### config.mk
export PLATFORM = sky130hd
export DESIGN_NAME = binary_binomial_smoothing_3x3_core_flat
export DESIGN_NICKNAME = d
export VERILOG_FILES = /design/src/hdl/bbs_pkg.sv /design/src/hdl/bbs_in_if.sv /design/src/hdl/bbs_out_if.sv /design/src/hdl/bbs_cfg_if.sv /design/src/hdl/binary_binomial_smoothing_3x3_core.sv /design/src/hdl/bbs_ram.sv /design/src/hdl/bbs_scan.sv /design/src/hdl/bbs_window.sv /design/src/flat_wrapper.sv
export SDC_FILE = /design/constraint.sdc
export NUM_CORES = 2
export LEC_CHECK = 0
export ABC_AREA = 1
export BUFFER_PORTS_ARGS = -buffer_cell sky130_fd_sc_hd__buf_2
export CAP_MARGIN = 15
export CELL_PAD_IN_SITES_DETAIL_PLACEMENT = 0
export CELL_PAD_IN_SITES_GLOBAL_PLACEMENT = 1
export CORE_ASPECT_RATIO = 0.8
export CORE_MARGIN = 3
export CORE_UTILIZATION = 45
export DETAILED_ROUTE_END_ITERATION = 12
export PLACE_DENSITY_LB_ADDON = 0.1
export SLEW_MARGIN = 25
export SYNTH_ARGS = -nofsm -noshare
export SYNTH_HDL_FRONTEND = slang
export SYNTH_HIERARCHICAL = 1
export SYNTH_SLANG_ARGS = --single-unit
export TNS_END_PERCENT = 20
### constraint.sdc
create_clock -name clk -period 7.59 [get_ports clk]
set_input_delay 0.759 -clock clk [delete_from_list [all_inputs] [get_ports clk]]
set_output_delay 0.759 -clock clk [all_outputs]
set_load 0.01 [all_outputs]
### src/hdl/bbs_pkg.sv
// Shared constants, types and helper functions of the binary binomial
// smoothing block. No dependencies; every other file but bbs_ram imports it.
`default_nettype none

package bbs_pkg;

  // Longest supported image row, in pixels.
  localparam int MAX_WIDTH = 1024;

  localparam int CFG_W_W    = 11;
  localparam int CFG_H_W    = 13;
  localparam int THR_W      = 5;
  localparam int PIX_W      = 8;
  localparam int CFG_IDX_W  = 2;
  localparam int CFG_DATA_W = 13;

  localparam int COL_W  = $clog2(MAX_WIDTH);
  // The input row runs up to two past the last row while the frame drains.
  localparam int ROW_W  = CFG_H_W + 1;
  localparam int WMAX_W = $clog2(MAX_WIDTH + 1);
  localparam int WCMP_W = (WMAX_W > CFG_W_W) ? WMAX_W : CFG_W_W;
  localparam int SUM_W  = 5;

  localparam logic [CFG_W_W-1:0] WIDTH_RESET     = CFG_W_W'(1024);
  localparam logic [CFG_H_W-1:0] HEIGHT_RESET    = CFG_H_W'(1024);
  localparam logic [THR_W-1:0]   THRESHOLD_RESET = THR_W'(8);

  localparam logic [PIX_W-1:0] PIXEL_ON  = PIX_W'(255);
  localparam logic [PIX_W-1:0] PIXEL_OFF = '0;

  // The func field: a pixel item; the other code is a flush item.
  localparam logic FUNC_PIXEL = 1'b0;

  typedef enum logic [CFG_IDX_W-1:0] {
    REG_FRAME_WIDTH   = 2'd0,
    REG_FRAME_HEIGHT  = 2'd1,
    REG_SUM_THRESHOLD = 2'd2
  } cfg_reg_t;

  // Window weights, oldest column first, upper row first within a column.
  localparam logic [2:0] WEIGHT [9] = '{3'd1, 3'd2, 3'd1, 3'd2, 3'd4, 3'd2, 3'd1, 3'd2, 3'd1};

  // One feed step handed from the scan stage to the window stage.
  typedef struct packed {
    logic [COL_W-1:0] addr;
    logic             pix_bit;
    logic             r_ge1;
    logic             r_ge2;
    logic             c_zero;
    logic             c_one;
    logic             w_one;
    logic             last;
  } feed_t;

  function automatic logic [SUM_W-1:0] weighted_sum(logic [8:0] win);
    logic [SUM_W-1:0] acc;
    acc = '0;
    for (int i = 0; i < 9; i++) begin
      if (win[i]) begin
        acc = acc + SUM_W'(WEIGHT[i]);
      end
    end
    return acc;
  endfunction

  // Index of the last column of a row, with the width clamped to 1..MAX_WIDTH.
  function automatic logic [COL_W-1:0] last_col_f(logic [CFG_W_W-1:0] fw);
    logic [WCMP_W-1:0] fx;
    fx = WCMP_W'(fw);
    if (fw == '0) begin
      return '0;
    end else if (fx > WCMP_W'(MAX_WIDTH)) begin
      return COL_W'(MAX_WIDTH - 1);
    end else begin
      return COL_W'(fx - WCMP_W'(1));
    end
  endfunction

endpackage

`default_nettype wire

### src/hdl/bbs_in_if.sv
// Input channel of the smoothing block: one grey pixel or flush item.
// Depends on bbs_pkg.
`default_nettype none

interface bbs_in_if import bbs_pkg::*; ();
  logic             valid;
  logic             ready;
  logic             func;
  logic [PIX_W-1:0] pixel_value;

  modport source (output valid, output func, output pixel_value, input ready);
  modport sink   (input valid, input func, input pixel_value, output ready);
endinterface

`default_nettype wire

### src/hdl/bbs_out_if.sv
// Output channel of the smoothing block: one filtered pixel item.
// Depends on bbs_pkg.
`default_nettype none

interface bbs_out_if import bbs_pkg::*; ();
  logic             valid;
  logic             ready;
  logic [PIX_W-1:0] pixel_out;
  logic             frame_end;

  modport source (output valid, output pixel_out, output frame_end, input ready);
  modport sink   (input valid, input pixel_out, input frame_end, output ready);
endinterface

`default_nettype wire

### src/hdl/bbs_cfg_if.sv
// Register write channel of the smoothing block.
// Depends on bbs_pkg.
`default_nettype none

interface bbs_cfg_if import bbs_pkg::*; ();
  logic                  valid;
  logic                  ready;
  logic [CFG_IDX_W-1:0]  index;
  logic [CFG_DATA_W-1:0] data;

  modport source (output valid, output index, output data, input ready);
  modport sink   (input valid, input index, input data, output ready);
endinterface

`default_nettype wire

### src/hdl/binary_binomial_smoothing_3x3_core.sv
// Binary 3x3 binomial smoothing with threshold.
//
// pix_in takes grey pixels in raster order (func = pixel) or flush items.
// Each pixel becomes one bit (nonzero = object); the 3x3 window of bits is
// weighted 1 2 1 / 2 4 2 / 1 2 1 with zeros outside the image, and pix_out
// gives 255 when the sum reaches sum_threshold, else 0. Results trail the
// input by one row plus one pixel; after the last pixel, each flush item
// releases one pending result, and frame_end marks the last one of a frame.
// cfg writes registers (0 width, 1 height, 2 threshold); a width or height
// write restarts the frame; the user must write only while idle, unchecked.
// One item per clock while pix_out does not stall; a result passes the s1
// and output registers after its releasing item is accepted. The rate is
// set by the line store: a two-bit entry is read and written per item, with
// write-to-read forwarding. A one-row frame's first flush takes an extra step.
// Reset (rst, synchronous) restores the register defaults and starts a new
// frame; the line store needs no clearing. When pix_out stalls, one result
// waits in the output register while the next item is still taken; further
// input is held off until the register drains.
// Depends on bbs_pkg, the channel interfaces, bbs_scan, bbs_window, bbs_ram.
`default_nettype none

module binary_binomial_smoothing_3x3_core import bbs_pkg::*; (
  input wire logic clk,
  input wire logic rst,
  bbs_in_if.sink   pix_in,
  bbs_out_if.source pix_out,
  bbs_cfg_if.sink  cfg
);

  logic [CFG_W_W-1:0] frame_width;
  logic [CFG_H_W-1:0] frame_height;
  logic [THR_W-1:0]   sum_threshold;
  logic               cfg_write;
  logic               restart;
  logic [COL_W-1:0]   last_col;

  logic               s1_free;
  logic               go;
  feed_t              feed;
  logic [1:0]         rd_data;
  logic               we;
  logic [COL_W-1:0]   waddr;
  logic [1:0]         wdata;

  assign cfg.ready = 1'b1;
  assign cfg_write = cfg.valid && cfg.ready;
  assign restart   = cfg_write &&
                     ((cfg.index == REG_FRAME_WIDTH) || (cfg.index == REG_FRAME_HEIGHT));
  assign last_col  = last_col_f(frame_width);

  always_ff @(posedge clk) begin
    if (rst) begin
      frame_width   <= WIDTH_RESET;
      frame_height  <= HEIGHT_RESET;
      sum_threshold <= THRESHOLD_RESET;
    end else if (cfg_write) begin
      case (cfg.index)
        REG_FRAME_WIDTH:   frame_width   <= cfg.data[CFG_W_W-1:0];
        REG_FRAME_HEIGHT:  frame_height  <= cfg.data[CFG_H_W-1:0];
        REG_SUM_THRESHOLD: sum_threshold <= cfg.data[THR_W-1:0];
        default: ;
      endcase
    end
  end

  bbs_scan u_scan (
    .clk      (clk),
    .rst      (rst),
    .pix_in   (pix_in),
    .restart  (restart),
    .last_col (last_col),
    .height   (frame_height),
    .s1_free  (s1_free),
    .go       (go),
    .feed     (feed)
  );

  bbs_ram #(
    .WIDTH (2),
    .DEPTH (MAX_WIDTH)
  ) u_line_ram (
    .clk   (clk),
    .we    (we),
    .waddr (waddr),
    .wdata (wdata),
    .re    (go),
    .raddr (feed.addr),
    .rdata (rd_data)
  );

  bbs_window u_window (
    .clk       (clk),
    .rst       (rst),
    .restart   (restart),
    .threshold (sum_threshold),
    .go        (go),
    .feed      (feed),
    .rd_data   (rd_data),
    .s1_free   (s1_free),
    .we        (we),
    .waddr     (waddr),
    .wdata     (wdata),
    .pix_out   (pix_out)
  );

endmodule

`default_nettype wire

### src/hdl/bbs_ram.sv
// Generic simple dual-port RAM with one write port and a registered read port.
// No dependencies.
`default_nettype none

module bbs_ram #(
  parameter int WIDTH = 2,
  parameter int DEPTH = 1024
) (
  input  wire logic                     clk,
  input  wire logic                     we,
  input  wire logic [$clog2(DEPTH)-1:0] waddr,
  input  wire logic [WIDTH-1:0]         wdata,
  input  wire logic                     re,
  input  wire logic [$clog2(DEPTH)-1:0] raddr,
  output logic      [WIDTH-1:0]         rdata
);

  logic [WIDTH-1:0] mem [DEPTH];

  always_ff @(posedge clk) begin
    if (we) begin
      mem[waddr] <= wdata;
    end
    if (re) begin
      rdata <= mem[raddr];
    end
  end

endmodule

`default_nettype wire

### src/hdl/bbs_scan.sv
// Scan stage: input row and column counters, feed issue and line store read.
// Depends on bbs_pkg and bbs_in_if.
`default_nettype none

module bbs_scan import bbs_pkg::*; (
  input  wire logic               clk,
  input  wire logic               rst,
  bbs_in_if.sink                  pix_in,
  input  wire logic               restart,
  input  wire logic [COL_W-1:0]   last_col,
  input  wire logic [CFG_H_W-1:0] height,
  input  wire logic               s1_free,
  output logic                    go,
  output feed_t                   feed
);

  logic [COL_W-1:0]   col;
  logic [ROW_W-1:0]   row;
  logic [CFG_H_W-1:0] h_eff;
  logic               flush_phase;
  logic               extra;

  assign h_eff       = (height == '0) ? CFG_H_W'(1) : height;
  assign flush_phase = row >= ROW_W'(h_eff);
  // In a single-row frame the first drain step yields nothing, so that flush
  // item needs a second step: the first is issued without taking the item.
  assign extra = flush_phase && (row == ROW_W'(1)) && (col == '0);

  assign pix_in.ready = s1_free && !extra;
  assign go = pix_in.valid && s1_free && (flush_phase || (pix_in.func == FUNC_PIXEL));

  always_comb begin
    feed.addr    = col;
    feed.pix_bit = !flush_phase && (pix_in.pixel_value != '0);
    feed.r_ge1   = row != '0;
    feed.r_ge2   = row[ROW_W-1:1] != '0;
    feed.c_zero  = col == '0;
    feed.c_one   = col == COL_W'(1);
    feed.w_one   = last_col == '0;
    // The last pixel of a frame is always released by the first column of
    // the second row past the frame.
    feed.last    = (row == ROW_W'(h_eff) + ROW_W'(1)) && (col == '0);
  end

  always_ff @(posedge clk) begin
    if (rst || restart) begin
      col <= '0;
      row <= '0;
    end else if (go) begin
      if (feed.last) begin
        col <= '0;
        row <= '0;
      end else if (col == last_col) begin
        col <= '0;
        row <= row + ROW_W'(1);
      end else begin
        col <= col + COL_W'(1);
      end
    end
  end

endmodule

`default_nettype wire

### src/hdl/bbs_window.sv
// Window stage: forwards line store data, shifts the 3x3 bit window, writes the
// line store back, thresholds the weighted sum and holds the output register.
// Depends on bbs_pkg and bbs_out_if.
`default_nettype none

module bbs_window import bbs_pkg::*; (
  input  wire logic             clk,
  input  wire logic             rst,
  input  wire logic             restart,
  input  wire logic [THR_W-1:0] threshold,
  input  wire logic             go,
  input  wire feed_t            feed,
  input  wire logic [1:0]       rd_data,
  output logic                  s1_free,
  output logic                  we,
  output logic [COL_W-1:0]      waddr,
  output logic [1:0]            wdata,
  bbs_out_if.source             pix_out
);

  feed_t            s1;
  logic             s1_valid;
  logic             fwd_hit;
  logic [1:0]       fwd_data;
  logic [8:0]       window;

  logic             out_free;
  logic             commit;
  logic [1:0]       row_bits;
  logic             top;
  logic             mid;
  logic [8:0]       win_new;
  logic [8:0]       win_a;
  logic [8:0]       win_b;
  logic [8:0]       win_sel;
  logic             emit_a;
  logic             emit_b;
  logic [SUM_W-1:0] sum;

  assign out_free = !pix_out.valid || pix_out.ready;
  assign commit   = s1_valid && out_free;
  assign s1_free  = !s1_valid || out_free;

  // Bit 0 of an entry holds the previous row, bit 1 the row before it.
  assign row_bits = fwd_hit ? fwd_data : rd_data;
  assign top      = s1.r_ge2 && row_bits[1];
  assign mid      = s1.r_ge1 && row_bits[0];

  always_comb begin
    win_new = {s1.pix_bit, mid, top, window[8:3]};
    // Right border: the column past the row end is empty.
    win_a   = {3'b000, window[8:3]};
    if (s1.w_one) begin
      win_a[2:0] = 3'b000;
    end
    // Left border: the column before the row start is empty.
    win_b = win_new;
    if (s1.c_one) begin
      win_b[2:0] = 3'b000;
    end
    emit_a  = s1.c_zero && s1.r_ge2;
    emit_b  = !s1.c_zero && s1.r_ge1;
    win_sel = emit_a ? win_a : win_b;
    sum     = weighted_sum(win_sel);
  end

  assign we    = commit;
  assign waddr = s1.addr;
  assign wdata = {mid, s1.pix_bit};

  always_ff @(posedge clk) begin
    if (rst) begin
      s1_valid <= 1'b0;
    end else if (go) begin
      s1_valid <= 1'b1;
    end else if (commit) begin
      s1_valid <= 1'b0;
    end
  end

  // A read issued in the cycle of a write to the same entry sees old data.
  always_ff @(posedge clk) begin
    if (go) begin
      s1       <= feed;
      fwd_hit  <= commit && (s1.addr == feed.addr);
      fwd_data <= wdata;
    end
  end

  always_ff @(posedge clk) begin
    if (rst || restart) begin
      window <= '0;
    end else if (commit) begin
      window <= s1.last ? 9'b0 : win_new;
    end
  end

  always_ff @(posedge clk) begin
    if (rst) begin
      pix_out.valid <= 1'b0;
    end else if (commit && (emit_a || emit_b)) begin
      pix_out.valid <= 1'b1;
    end else if (pix_out.ready) begin
      pix_out.valid <= 1'b0;
    end
  end

  always_ff @(posedge clk) begin
    if (commit && (emit_a || emit_b)) begin
      pix_out.pixel_out <= (sum >= SUM_W'(threshold)) ? PIXEL_ON : PIXEL_OFF;
      pix_out.frame_end <= s1.last;
    end
  end

endmodule

`default_nettype wire
### src/flat_wrapper.sv
// flat-port wrapper written by rule: the top's interface ports become plain ports
module binary_binomial_smoothing_3x3_core_flat import bbs_pkg::*;
  (clk, rst, pix_in_valid, pix_in_func, pix_in_pixel_value, pix_in_ready, pix_out_valid, pix_out_pixel_out, pix_out_frame_end, pix_out_ready, cfg_valid, cfg_index, cfg_data, cfg_ready);
  bbs_in_if pix_in_i ();
  bbs_out_if pix_out_i ();
  bbs_cfg_if cfg_i ();
  input wire logic clk;
  input wire logic rst;
  input wire logic [$bits(pix_in_i.valid)-1:0] pix_in_valid;
  input wire logic [$bits(pix_in_i.func)-1:0] pix_in_func;
  input wire logic [$bits(pix_in_i.pixel_value)-1:0] pix_in_pixel_value;
  output wire logic [$bits(pix_in_i.ready)-1:0] pix_in_ready;
  output wire logic [$bits(pix_out_i.valid)-1:0] pix_out_valid;
  output wire logic [$bits(pix_out_i.pixel_out)-1:0] pix_out_pixel_out;
  output wire logic [$bits(pix_out_i.frame_end)-1:0] pix_out_frame_end;
  input wire logic [$bits(pix_out_i.ready)-1:0] pix_out_ready;
  input wire logic [$bits(cfg_i.valid)-1:0] cfg_valid;
  input wire logic [$bits(cfg_i.index)-1:0] cfg_index;
  input wire logic [$bits(cfg_i.data)-1:0] cfg_data;
  output wire logic [$bits(cfg_i.ready)-1:0] cfg_ready;
  assign pix_in_i.valid = pix_in_valid;
  assign pix_in_i.func = pix_in_func;
  assign pix_in_i.pixel_value = pix_in_pixel_value;
  assign pix_in_ready = pix_in_i.ready;
  assign pix_out_valid = pix_out_i.valid;
  assign pix_out_pixel_out = pix_out_i.pixel_out;
  assign pix_out_frame_end = pix_out_i.frame_end;
  assign pix_out_i.ready = pix_out_ready;
  assign cfg_i.valid = cfg_valid;
  assign cfg_i.index = cfg_index;
  assign cfg_i.data = cfg_data;
  assign cfg_ready = cfg_i.ready;
  binary_binomial_smoothing_3x3_core u_core (.clk(clk), .rst(rst), .pix_in(pix_in_i), .pix_out(pix_out_i), .cfg(cfg_i));
endmodule
==> summary.md <==
| Metric | Value |
|---|---|
| Status | `finished clean` |
| Reg2reg setup slack | `2970 ps` |
| Element type at the critical path start | `register` |
| Routed vias | `66016` |
| Top FF cell, synth | `edfxtp_1` |
| P_leak | `34.9 nW` |
| Post-route ant nets | `0` |
| Worst Setup End Kind | `register` |
| Seq pwr share | `between 50% and 60%` |
| Worst Setup EP | `u_core/u_line_ram/rdata[0]` |
| Initial DRC Count | `between 7000 and 8000` |
| GR Overflow Total | `0` |
| Drt pass-1 iters | `7` |
| Die Area | `roughly 210000 um2` |
| Post-Place Cells | `11120` |
| Reg2reg end | `u_core/u_line_ram/rdata[0]` |
| Top Ports | `a little over 40` |
| FF-to-FF Start | `u_core/u_scan/col[0]` |
| Sw Share | `~23%` |
| Period minus WS final | `4620 ps` |
| Layout cells sized above 1 | `about 6.8%` |
| Clock slew at reported path FFs | `approximately 60 ps` |
| GRT Total Usage | `26.8%` |
| Die width | `roughly 520 um` |
| Setup WS post-layout | `approximately 3000 ps` |
| Most common cell after layout, fill and taps aside | `nand2_1` |
| Die Y | `between 400 and 500 um` |
| Vias in the first global route | `63586` |
| Slew HR | `approximately a quarter` |
| Number of filler cells placed in the layout | `~19000` |
| Syn nets | `about 9000` |
| Largest net degree at the start of global routing | `around 240` |
| Setup violators final | `0` |
| Final net count | `slightly below 9000` |
| Total CTS buffers | `approximately 210` |
| Worst-Margin Slew | `between 1000 and 1500 ps` |
| Initial Utilization | `approximately 46%` |
| Non-filler cells, final | `around 12000` |
| Post-CTS Resized | `0` |
| Setup bufs post-CTS | `0` |
| CP required | `between 8000 and 9000 ps` |
| Clock share of power | `around 40%` |
| Async set or reset register ratio after synthesis | `0%` |
| Comb power frac | `under 10%` |
| Post-Syn Instances | `8927` |
| Sw Pwr | `between 5 and 6 mW` |
| Max-cap viol count | `0` |
| Synth Area per Inst | `10.5 um2` |
| Core footprint | `approximately 200000 um2` |
| Final period util | `60.9%` |
| Final GP Congestion | `between 0.7 and 0.8` |
| Post-synth EDFFs | `~2100` |
| DR WL/cell | `25.0 um` |
| Clock buffer depth | `3` |
| Vias per cell | `roughly 5.7` |
| YS warnings | `6` |
| Setup Crit Path Kind | `register to register` |
| Area growth, synth to finish | `9.19%` |
| Worst hold stages | `3` |
| Cell Pwr Density | `approximately 240 nW/um2` |
| DRC viols | `0` |
| Dpl hpwl | `~150000 um` |
| Clock sinks | `about 2100` |
| CP Max Fanout | `166` |
| Hold Buf Count CTS | `0` |
| CTS H-Tree Depth | `4` |
| Port bufs | `39` |
| Hold slack | `154 ps` |
| Yosys cell types | `48` |
| Root buf cell | `clkbuf_16` |
| RSZ-0062 raised after global routing | `no` |
| Highest-count cells in the layout ignoring fill and taps | `nand2_1 (2339), nand3_1 (2115), edfxtp_1 (2072), nor2_1 (1137), clkbuf_16 (215)` |
| # rows | `roughly 150` |
| Dpl ws | `roughly 3100 ps` |
| Sequential element share of the synthesized area | `about two thirds` |
| Start point of the critical path | `u_core/u_scan/col[0]` |
| Total power | `around 25 mW` |
| Fmax | `about 220 MHz` |
| Cell area after synthesis | `between 90000 and 100000 um2` |
| Max Slew Vio Count | `0` |
| First-pass GRT wire length | `around 420000 um` |
| Critical path arrival | `roughly 5200 ps` |
| Initial antenna violation count | `19` |
| Final WL | `between 200000 and 300000 um` |
| Setup_tns | `0 ps` |
| Worst-Skew Late Latency | `approximately 840 ps` |
| Peak VDD IR | `roughly 250 uV` |
| R2R depth | `15` |
| Hold/Removal Path Class | `input pin to register` |
| Setup Skew | `31.7 ps` |
| Flops & latches, synth | `2133` |
| Fin. Hold Viols | `0` |
| CTS tree | `yes` |
| Internal Dissipation | `between 15 and 20 mW` |
## flip-flops by register name, summed over array words and instances, names as in the netlist
register and cells:
u_core/u_window/s1_valid 1, u_core/frame_height 13, u_core/sum_threshold 5, u_core/u_line_ram/rdata 2, u_core/u_scan/row 14, u_core/u_window/s1 6
u_core/u_window/fwd_data 2, u_core/frame_width 11, u_core/u_line_ram/mem 2048, u_core/u_window/pix_out.valid 1, u_core/u_window/wdata 1, u_core/u_window/pix_out.frame_end 1
u_core/u_window/fwd_hit 1, u_core/u_window/pix_out.pixel_out 1, u_core/u_window/window 6, u_core/u_window/waddr 10, u_core/u_scan/col 10
## worst max-delay path, stage by stage, from the launching register on
cell     delay, ps
dfxtp_4        920
inv_16         340
buf_4          600
buf_4          380
nand2_1         90
nand3_1         60
nand3_1        150
nand3_1        130
nand3_1        190
nand3_1        240
nand3_1        150
nand3_1        220
nand3_1        380
nand2_1        100
nand2_1         60
nand2_1         60
## cells by family (layout without fill, tap and decap cells)
family,after synthesis,after routing,share of synthesized area [%]
buffers and inverters,862,741,4.21
adder cells (fa/ha/maj),32,32,0.429
XOR/XNOR,39,39,0.382
other,1,2,0.00402
AO/OA/AOI/OAI,100,100,0.611
AND/OR/NAND/NOR,5760,5760,26.4
flip-flops,2133,2133,67.9
## per-layer routing
layer | global-route usage, % | wire [um] | up-vias
li1 | - | - | 30250
met1 | 39.3 | 130000 | 32960
met2 | 42.9 | 131000 | 2444
met3 | 3.29 | 21000 | 360
met4 | 5.93 | 6270 | 2
met5 | 0 | 12 | -
## synth_stat cells, drive strengths merged (7+ instances only)
master,count,area share [%]
a21oi,54,0.33
buf,423,2.4
clkbuf,269,1.1
dfxtp,61,1.3
edfxtp,2072,67
ha,32,0.43
inv,167,0.68
nand2,2387,9.7
nand3,2128,11
nand4,32,0.22
nor2,1155,4.7
nor3,38,0.22
nor4,11,0.074
o21ai,34,0.18
or2,7,0.047
xor2,33,0.31
## power groups by stage
stage,Sequential [mW],Clock (mW),Combinational [mW]
floorplan,13.3,0,1.00
global placement,13.2,0,1.45
detailed placement,13.2,0,1.45
CTS,13.0,10.3,1.45
global route,13.0,10.8,1.62
finish,13.0,10.1,1.46
## worst min path at each step
stage	startpoint	slack (ps)	to
6_report	cfg_data[10]	150	u_core/frame_height[10]
3_3_place_gp	u_core/sum_threshold[3]	460	u_core/sum_threshold[3]
3_5_place_dp	u_core/sum_threshold[3]	460	u_core/sum_threshold[3]
4_1_cts	cfg_data[10]	90	u_core/frame_height[10]
2_1_floorplan	u_core/u_window/s1[0]	430	u_core/u_window/pix_out.frame_end
5_1_grt	cfg_data[10]	120	u_core/frame_height[10]
## layout make-up
type	count	area, um2	area share (%)
Antenna cell	1	2.50	0.00245
Clock buffer	268	5610	5.50
Clock inverter	117	937	0.919
Inverter	170	681	0.668
Multi-Input combinational cell	5932	26300	25.8
Sequential cell	2133	63500	62.2
Tap cell	2700	3380	3.31
Timing Repair Buffer	186	1600	1.56
## through the flow
step,util (%),area [um2]
after floorplan,-,93400
after global placement,46.5,95300
after detailed placement,46.6,95400
after CTS,49.8,102000
after global routing,49.8,102000
final,49.8,102000
No activity file was read; power rests on OpenSTA's default activity.
